**src/hw/rtl/cht_pkg.sv**
```systemverilog
// Shared constants, codes and types of the chained hash table.
// No dependencies.
package cht_pkg;

  localparam int BUCKETS  = 256;
  localparam int NODES    = 1024;
  localparam int BK_W     = (BUCKETS > 1) ? $clog2(BUCKETS) : 1;
  localparam int NIDX_W   = $clog2(NODES);
  localparam int PTR_W    = NIDX_W + 1;
  localparam int DATA_W   = 64;
  localparam int HANDLE_W = 10;
  localparam int COUNT_W  = 11;
  localparam int ACT_W    = 2;
  localparam int ST_W     = 2;

  // Empty link marker: one past the last node
  localparam logic [PTR_W-1:0] NIL = PTR_W'(NODES);

  typedef enum logic [ACT_W-1:0] {
    ACT_INSERT  = 2'd0,
    ACT_LOOKUP  = 2'd1,
    ACT_REMOVE  = 2'd2,
    ACT_INVALID = 2'd3
  } action_e;

  typedef enum logic [ST_W-1:0] {
    ST_OK        = 2'd0,
    ST_NOT_FOUND = 2'd1,
    ST_FULL      = 2'd2
  } status_e;

  // Datapath commands issued by the sequencer
  typedef enum logic [3:0] {
    CMD_NONE,
    CMD_LOAD,
    CMD_POP,
    CMD_STORE,
    CMD_INS_STEP,
    CMD_LK_FIRST,
    CMD_LK_STEP,
    CMD_RM_READ,
    CMD_RM_CHECK,
    CMD_RM_FIRST,
    CMD_RM_STEP,
    CMD_RM_FREE,
    CMD_MISS,
    CMD_EMIT
  } cmd_e;

  // Datapath flags seen by the sequencer
  typedef struct packed {
    logic full;
    logic head_nil;
    logic head_is_h;
    logic next_nil;
    logic next_is_h;
    logic key_hit;
    logic rm_ok;
    logic out_busy;
  } status_t;

  function automatic logic [BK_W-1:0] bucket_of(input logic [DATA_W-1:0] k);
    logic [DATA_W-1:0] m;
    m = k & DATA_W'(BUCKETS - 1);
    return m[BK_W-1:0];
  endfunction

endpackage

```
**src/hw/rtl/cht_ctrl.sv**
```systemverilog
// Sequencer of the hash table: one-hot state machine issuing datapath commands.
// Depends on cht_pkg.
module cht_ctrl (
  input  logic                        clk_i,
  input  logic                        rst_ni,
  input  logic                        in_valid_i,
  input  logic [cht_pkg::ACT_W-1:0]   in_action_i,
  output logic                        in_ready_o,
  input  cht_pkg::status_t            status_i,
  output cht_pkg::cmd_e               cmd_o
);
  import cht_pkg::*;

  typedef enum logic [13:0] {
    S_IDLE      = 14'b00000000000001,
    S_INS_POP   = 14'b00000000000010,
    S_INS_STORE = 14'b00000000000100,
    S_INS_WALK  = 14'b00000000001000,
    S_LK_HEAD   = 14'b00000000010000,
    S_LK_START  = 14'b00000000100000,
    S_LK_WALK   = 14'b00000001000000,
    S_RM_READ   = 14'b00000010000000,
    S_RM_HEAD   = 14'b00000100000000,
    S_RM_START  = 14'b00001000000000,
    S_RM_WALK   = 14'b00010000000000,
    S_RM_FREE   = 14'b00100000000000,
    S_MISS      = 14'b01000000000000,
    S_RESP      = 14'b10000000000000
  } state_e;

  state_e state_q, state_d;

  // Next state and command
  always_comb begin
    state_d    = state_q;
    cmd_o      = CMD_NONE;
    in_ready_o = 1'b0;
    case (state_q)
      S_IDLE: begin
        in_ready_o = 1'b1;
        if (in_valid_i) begin
          cmd_o = CMD_LOAD;
          case (in_action_i)
            ACT_INSERT: state_d = S_INS_POP;
            ACT_LOOKUP: state_d = S_LK_HEAD;
            ACT_REMOVE: state_d = S_RM_READ;
            default:    state_d = S_MISS;
          endcase
        end
      end
      S_INS_POP: begin
        cmd_o   = CMD_POP;
        state_d = status_i.full ? S_RESP : S_INS_STORE;
      end
      S_INS_STORE: begin
        cmd_o   = CMD_STORE;
        state_d = status_i.head_nil ? S_RESP : S_INS_WALK;
      end
      S_INS_WALK: begin
        cmd_o = CMD_INS_STEP;
        if (status_i.next_nil) state_d = S_RESP;
      end
      S_LK_HEAD: begin
        state_d = S_LK_START;
      end
      S_LK_START: begin
        cmd_o   = CMD_LK_FIRST;
        state_d = status_i.head_nil ? S_RESP : S_LK_WALK;
      end
      S_LK_WALK: begin
        cmd_o = CMD_LK_STEP;
        if (status_i.key_hit || status_i.next_nil) state_d = S_RESP;
      end
      S_RM_READ: begin
        cmd_o   = CMD_RM_READ;
        state_d = S_RM_HEAD;
      end
      S_RM_HEAD: begin
        cmd_o   = CMD_RM_CHECK;
        state_d = status_i.rm_ok ? S_RM_START : S_RESP;
      end
      S_RM_START: begin
        cmd_o   = CMD_RM_FIRST;
        state_d = (status_i.head_is_h || status_i.head_nil) ? S_RM_FREE : S_RM_WALK;
      end
      S_RM_WALK: begin
        cmd_o = CMD_RM_STEP;
        if (status_i.next_is_h || status_i.next_nil) state_d = S_RM_FREE;
      end
      S_RM_FREE: begin
        cmd_o   = CMD_RM_FREE;
        state_d = S_RESP;
      end
      S_MISS: begin
        cmd_o   = CMD_MISS;
        state_d = S_RESP;
      end
      S_RESP: begin
        if (!status_i.out_busy) begin
          cmd_o   = CMD_EMIT;
          state_d = S_IDLE;
        end
      end
      default: state_d = S_IDLE;
    endcase
  end

  always_ff @(posedge clk_i or negedge rst_ni) begin
    if (!rst_ni) begin
      state_q <= S_IDLE;
    end else begin
      state_q <= state_d;
    end
  end

endmodule

```
**config.mk**
```make
export PLATFORM = sky130hd
export DESIGN_NAME = cht_ctrl
export DESIGN_NICKNAME = d
export VERILOG_FILES = /design/src/hw/rtl/cht_pkg.sv /design/src/hw/rtl/cht_ctrl.sv
export SDC_FILE = /design/constraint.sdc
export NUM_CORES = 1
export LEC_CHECK = 0
export BUFFER_PORTS_ARGS = -buffer_cell sky130_fd_sc_hd__buf_2
export CELL_PAD_IN_SITES_DETAIL_PLACEMENT = 1
export CELL_PAD_IN_SITES_GLOBAL_PLACEMENT = 1
export CORE_AREA = 2 2 71 73
export CTS_BUF_LIST = sky130_fd_sc_hd__clkbuf_16
export CTS_CLUSTER_SIZE = 8
export DETAILED_ROUTE_END_ITERATION = 7
export DIE_AREA = 0 0 73 75
export PLACE_DENSITY = 0.48
export SYNTH_ARGS = -nofsm -noshare
export SYNTH_HDL_FRONTEND = slang
export SYNTH_SLANG_ARGS = --single-unit
```
**constraint.sdc**
```tcl
create_clock -name clk_i -period 2.65 [get_ports clk_i]
set_clock_uncertainty 0.15 [all_clocks]
set_input_delay 0.53 -clock clk_i [delete_from_list [all_inputs] [get_ports clk_i]]
set_output_delay 0.53 -clock clk_i [all_outputs]
set_load 0.05 [all_outputs]
```
==> reports/results.ini, run 1 <==
[layout]
area_growth_pct = 66.8
final_layout_size_suffix_gt1_frac = 0.519
nNetsFinal = 199
regMostFlops = state_q
largest_reg_flops = 14
n_antenna_cell = 0
reg_top3 = state_q: 14 flops
fin_util = 0.386

[worst_setup_path]
crit_fanout = 3
worstSetupPathType = register to output pin
crit_arrival_ps = 2360
required_ps = 1970
worstSetupEndpointType = output pin
start_kind = register

[drt]
dr.pass1.iters = 4
post-route-drc-count = 0
wl_per_cell_um = 17.7
drt-initial-drc-count = 20
viasPerCell = 4.94
finalWirelength_um = 4240
dr_total_vias = 1180
antenna_left = 0

[power_and_ir_drop]
total_leakage_power_nw = 0.873
max-vdd-ir-drop_mv = 0.554
clock_power_share = 0.201
power_mw = 1.48
switchingPower_mw = 0.580
seq_power_share = 0.181
swShare = 0.393
powerDensity_mw_per_mm2 = 820
comb_power_share = 0.618
p_int_mw = 0.896

[place]
port_buffers = 17
gp_congestion = 0.883
hpwl_um = 3370

[grt]
grt_max_degree = 15
antenna_found_initial = 0
grt_overflow = 0
grt_pass1_vias = 1253
grt_pass1_wl_um = 6760
gr-usage-all-layers = 0.168

[logic_synthesis]
ys_async_sr_fraction = 1.00
synth_top_flop_cell = dfrtp_1
synth_nets = 138
synth_area_mm2 = 0.00108
yosys.area.top_type = dfrtp_1
synth_edf_count = 0
yosysWarnings = 0
ys_ff_latch = 14
synth_cell_types = 42
synthTopCellsByArea = dfrtp_1, nor2_1, nor4_1, xor2_1, nor4b_1
synth_seq_area_share = 0.326
yosysTopAreaCellShare = 0.302
synthCells = 125
synth.avg_cell_area_um2 = 8.63

[clock_network]
cts_buffer_depth = 2
h-tree-depth = 1
cts_tree = built
clk_pin_slew_worst_paths_ps = 50
cts_root_buf = clkbuf_16
cts_made_buffers = 3
worstSkewPairLatency_ps = 250
numClockSinks = 14

[timing]
worst_slew_pin_slew_ps = 526
period_share = 1.15
fmax_ghz = 0.329
rsz0062_at_grt = true
hold_viol_final = 0
maxSlewViolCount = 0
period_minus_slack_ps = 3040
setup_violations = 4
fin_setup_tns_ps = -1200
max_slew_margin = 0.644
fin_ws_ps = -390

[floorplan]
floorplan.die_area_mm2 = 0.00548
ios = 18
die_w_um = 73
die_h_um = 75
initial_core_util = 0.231
core_area_mm2 = 0.00466
rows = 25

[flow_run]
cap_violations = 0

[status]
status = finished with violations
violations = setup timing

[min_path]
hp-class = input port to async pin

-- cells in the mapped netlist (2+ instances only) --
cell type	count
nor3_1	4
or2_2	2
clkbuf_1	7
a21oi_1	4
nor2_1	15
xor2_1	5
or4_1	2
o21ai_0	2
o22ai_1	2
inv_1	3
or3_1	2
or4_4	2
and3b_1	2
buf_6	2
nor2b_1	2
nand2_1	8
nor4_1	9
nand4b_1	2
nor4b_1	4
and3_1	3
nor4_2	2
nand4_1	2
dfrtp_1	13
nor3b_1	4
nand3_1	4
a22o_1	2
-- cells in the final DEF (no fill, tap or decap), types with 4 or more instances in the layout --
master	count
a21oi_1	4
nand2_1	6
buf_4	47
buf_8	4
xor2_1	5
nor2_1	14
nor3b_1	4
dfrtp_1	11
nor4_1	7
buf_2	12
-- per-stage QoR --
stage / hold slack (ps) / instances / setup WS [ps] / instance area, µm²
after floorplan: 84.4 / 125 / -322 / 1100
after global placement: 316 / 228 / -167 / 1520
after detailed placement: 321 / 228 / -267 / 1520
after CTS: 62.0 / 236 / -392 / 1740
after global routing: 68.5 / 239 / -470 / 1800
final: 45.5 / 239 / -390 / 1800
-- final timing paths --
check | startpoint | slack, ps | endpoint | cells after the start
max | state_q[11]$_DFFE_PN0P_ | -390 | cmd_o[0] | 6
max in group asynchronous | rst_ni | 1990 | state_q[0]$_DFFE_PN1P_ | 1
min | rst_ni | 50 | state_q[3]$_DFFE_PN0P_ | 1
max reg2reg | state_q[11]$_DFFE_PN0P_ | 170 | state_q[0]$_DFFE_PN1P_ | 6
min reg2reg | state_q[9]$_DFFE_PN0P_ | 430 | state_q[9]$_DFFE_PN0P_ | 2
min in group clk_i | status_i[7] | 300 | state_q[2]$_DFFE_PN0P_ | 2
-- power by group through the flow --
stage                     combinational, mW  sequential (mW)  clock (mW)
after floorplan                       0.432            0.255           0
after global routing                  0.982            0.269       0.316
after CTS                             0.866            0.267       0.301
after detailed placement              0.715            0.264           0
final                                 0.913            0.266       0.297
after global placement                0.701            0.262           0
-- final cells by class --
cell class,count,area (µm²)
multi-input cells,98,781
clock buffers,3,75.1
fillers,541,2860
flip-flops and latches,14,354
clock inverters,1,3.75
inverters,3,11.3
well taps,54,67.6
repair buffers,66,507
-- worst max-delay path, stage by stage, from the launching register on --
cell and delay (ps):
dfrtp_1 370, or4_4 540, or4_4 460, nor4b_4 380, nor3_2 110, nand3_4 100
buf_8 140
-- metal layers --
layer  part of all wire  vias up  track usage  routed length, µm
li1                   -      587            -                  -
met1               0.46      576        0.215               1940
met2               0.51       15        0.300               2170
met3              0.023        2       0.0281                 97
met4             0.0054        0       0.0309                 23
met5                  0        -            0                  0
-- cells by family (layout without fill, tap and decap cells) --
logic type                after synthesis  after routing  synth area share
and+or+nand+nor                        76             76             0.462
AOI/OAI and AO/OA                      15             15            0.0940
muxes                                   1              1           0.00928
DFF                                    14             14             0.326
xor gates and xnor gates                6              6            0.0487
buffers and inverters                  13             73            0.0603
-- timing repair --
item,CTS,global route
gates resized for setup,24,10
setup buffers,4,3
cloned,0,0
hold buffers,0,0
endpoints found under the setup margin,5,5
pin swaps,3,8
Note: power is estimated with default switching activity, not from simulation.
==> run 2: changes to the inputs <==
--- a/config.mk
+++ b/config.mk
@@ -8,12 +8,13 @@
 export BUFFER_PORTS_ARGS = -buffer_cell sky130_fd_sc_hd__buf_2
 export CELL_PAD_IN_SITES_DETAIL_PLACEMENT = 1
 export CELL_PAD_IN_SITES_GLOBAL_PLACEMENT = 1
-export CORE_AREA = 2 2 71 73
+export CORE_AREA = 5 5 74 76
 export CTS_BUF_LIST = sky130_fd_sc_hd__clkbuf_16
 export CTS_CLUSTER_SIZE = 8
 export DETAILED_ROUTE_END_ITERATION = 7
-export DIE_AREA = 0 0 73 75
+export DIE_AREA = 0 0 79 81
 export PLACE_DENSITY = 0.48
+export REMOVE_ABC_BUFFERS = 1
 export SYNTH_ARGS = -nofsm -noshare
 export SYNTH_HDL_FRONTEND = slang
 export SYNTH_SLANG_ARGS = --single-unit
==> run 2 against run 1 <==
  * The run still ends with setup timing left
  * Clock power hardly changed
  * Sequential cell count is the same
  * Combinational power rose by 0.9%
  * Power is 1.2% higher
  * Sequential power up 3%
  * Register-to-register slack worse by 120 ps
  * Critical path type unchanged
  * Design area is 1.3% lower
  * Global-route usage shrank 2.7 points
  * Utilization is 0.51 points lower
  * Routed wire length up 1.7%
  * Worst hold slack got worse by 12 ps
  * Largest cell class unchanged
==> reports/results.ini, run 2 (synthesized netlist as in run 1, its figures left out) <==
[timing]
period_share = 1.15  ; +0.00633
fin_setup_tns_ps = -1460  ; -254 ps
hold_viol_final = 0  ; unchanged
max_slew_margin = 0.580  ; -0.0643
rsz0062_at_grt = true
setup_violations = 4  ; unchanged
worst_slew_pin_slew_ps = 622  ; +95.1 ps
period_minus_slack_ps = 3060  ; +16.8 ps
fmax_ghz = 0.327  ; -0.55%
maxSlewViolCount = 0  ; unchanged
fin_ws_ps = -406  ; -16.8 ps

[power_and_ir_drop]
max-vdd-ir-drop_mv = 0.260  ; -53%
powerDensity_mw_per_mm2 = 841  ; +2.5%
total_leakage_power_nw = 0.853  ; -2.3%

[drt]
dr_total_vias = 1215  ; +3.0%
finalWirelength_um = 4310  ; +1.7%
drt-initial-drc-count = 43  ; +110%
wl_per_cell_um = 18.3  ; +3.0%
viasPerCell = 5.15  ; +4.3%
dr.pass1.iters = 4  ; unchanged
antenna_left = 0  ; unchanged
post-route-drc-count = 0  ; unchanged

[clock_network]
cts_root_buf = clkbuf_16
cts_made_buffers = 3  ; unchanged
clk_pin_slew_worst_paths_ps = 50  ; about the same
cts_buffer_depth = 2  ; unchanged
cts_hold_buf = 0  ; unchanged
worstSkewPairLatency_ps = 250  ; about the same
cts_tree = built
numClockSinks = 14  ; unchanged
h-tree-depth = 1  ; unchanged

[grt]
grt_max_degree = 15  ; unchanged
antenna_found_initial = 0  ; unchanged
grt_pass1_wl_um = 6900  ; +2.0%
gr-usage-all-layers = 0.141  ; -0.0269
grt_pass1_vias = 1359  ; +8.5%
grt_overflow = 0  ; unchanged

[floorplan]
floorplan.die_area_mm2 = 0.00640  ; +17%
core_area_mm2 = 0.00466  ; unchanged
ios = 18  ; unchanged
initial_core_util = 0.231  ; unchanged
die_h_um = 81  ; +8.0%
rows = 25  ; unchanged
die_w_um = 79  ; +8.2%

[worst_setup_path]
worstSetupEndpointType = output pin
cpPeakStageDelay_ps = 560  ; +20 ps
cp_cell_sequence = or4_4, or4_4, nor4b_4, nor3_1, nand3_1, buf_6
crit_top_cell = or4_4
crit_fanout = 4  ; +1
crit_arrival_ps = 2380  ; +20 ps
cp_slowest_cell = or4_4
worstSetupPathType = register to output pin
start_kind = register
required_ps = 1970  ; about the same

[layout]
nNetsFinal = 196  ; -1.5%
final_cell_mix = buf_4, nor2_1, dfrtp_1
n_antenna_cell = 0  ; unchanged
fill_cells = 539  ; -0.37%
largest_reg_flops = 14  ; unchanged
area_growth_pct = 64.6
regMostFlops = state_q
final_layout_size_suffix_gt1_frac = 0.500  ; -0.0189
fin_util = 0.381  ; -0.00510
reg_top3 = state_q: 14 flops
layout_commonest_cell = buf_4

[place]
gp_congestion = 0.839  ; -5.0%
port_buffers = 17  ; unchanged
hpwl_um = 3250  ; -3.5%

[status]
violations = setup timing
status = finished with violations

[flow_run]
cap_violations = 0  ; unchanged

[min_path]
hp-class = input port to async pin

run 2: cell types whose count changed in the layout (fill, tap and decap cells not counted), sizes merged:
cell | before | now
buf | 66 | 63
run 2: routing by layer:
metal  track usage  vias to the layer above  wire, µm
met3        0.0322                        4       128
met5             0                        -         0
met2         0.262                       14      2350
met4        0.0412                        0        26
met1         0.162                      617      1810
li1              -                      580         -
run 2: repair_timing:
action | 4_1_cts | 5_1_grt
pin swaps | 4 | 5
endpoints found under the setup margin | 5 | 5
gates resized for setup | 24 | 13
buffers inserted | 4 | 4
hold endpoints to repair | 0 | 0
run 2: final timing paths:
path,start,endpoint,slack [ps],depth (start not counted)
max reg2reg,state_q[11]$_DFFE_PN0P_,state_q[13]$_DFFE_PN0P_,50,8
min,rst_ni,state_q[9]$_DFFE_PN0P_,30,1
max,state_q[11]$_DFFE_PN0P_,cmd_o[0],-410,6
max in group asynchronous,rst_ni,state_q[0]$_DFFE_PN1P_,2020,1
min in group clk_i,status_i[7],state_q[2]$_DFFE_PN0P_,300,2
min reg2reg,state_q[9]$_DFFE_PN0P_,state_q[9]$_DFFE_PN0P_,460,2
run 2: power breakdown:
group,switching (mW),leakage (nW),internal [mW]
Sequential,0.0304,0.191,0.242
Combinational,0.473,0.620,0.448
Clock,0.0989,0.0423,0.200
Total,0.602,0.853,0.890
run 2: layout make-up:
type | count | area (µm²) | area share
Clock buffer | 3 | 75.1 | 0.0423
Clock inverter | 1 | 3.75 | 0.00211
Inverter | 3 | 11.3 | 0.00634
Multi-Input combinational cell | 98 | 778 | 0.438
Sequential cell | 14 | 352 | 0.198
Tap cell | 54 | 67.6 | 0.0381
Timing Repair Buffer | 63 | 488 | 0.275
run 2: stage by stage:
stage          power [mW]  std cells  worst slack [ps]  instance area, µm²  hold slack [ps]
2_1_floorplan       0.652        115              -623                1020             84.4
3_3_place_gp        0.953        224              -172                1460              309
3_5_place_dp        0.962        224              -178                1460              307
4_1_cts              1.40        232              -379                1690             42.4
5_1_grt              1.57        236              -467                1780             66.0
6_report             1.49        236              -406                1780             33.2
run 2: worst max-delay path: cells and delay by family, from the launching register on:
family | cells | cell delay [ps]
and+or+nand+nor | 5 | 1570
buffers and inverters | 1 | 170
DFF | 1 | 390
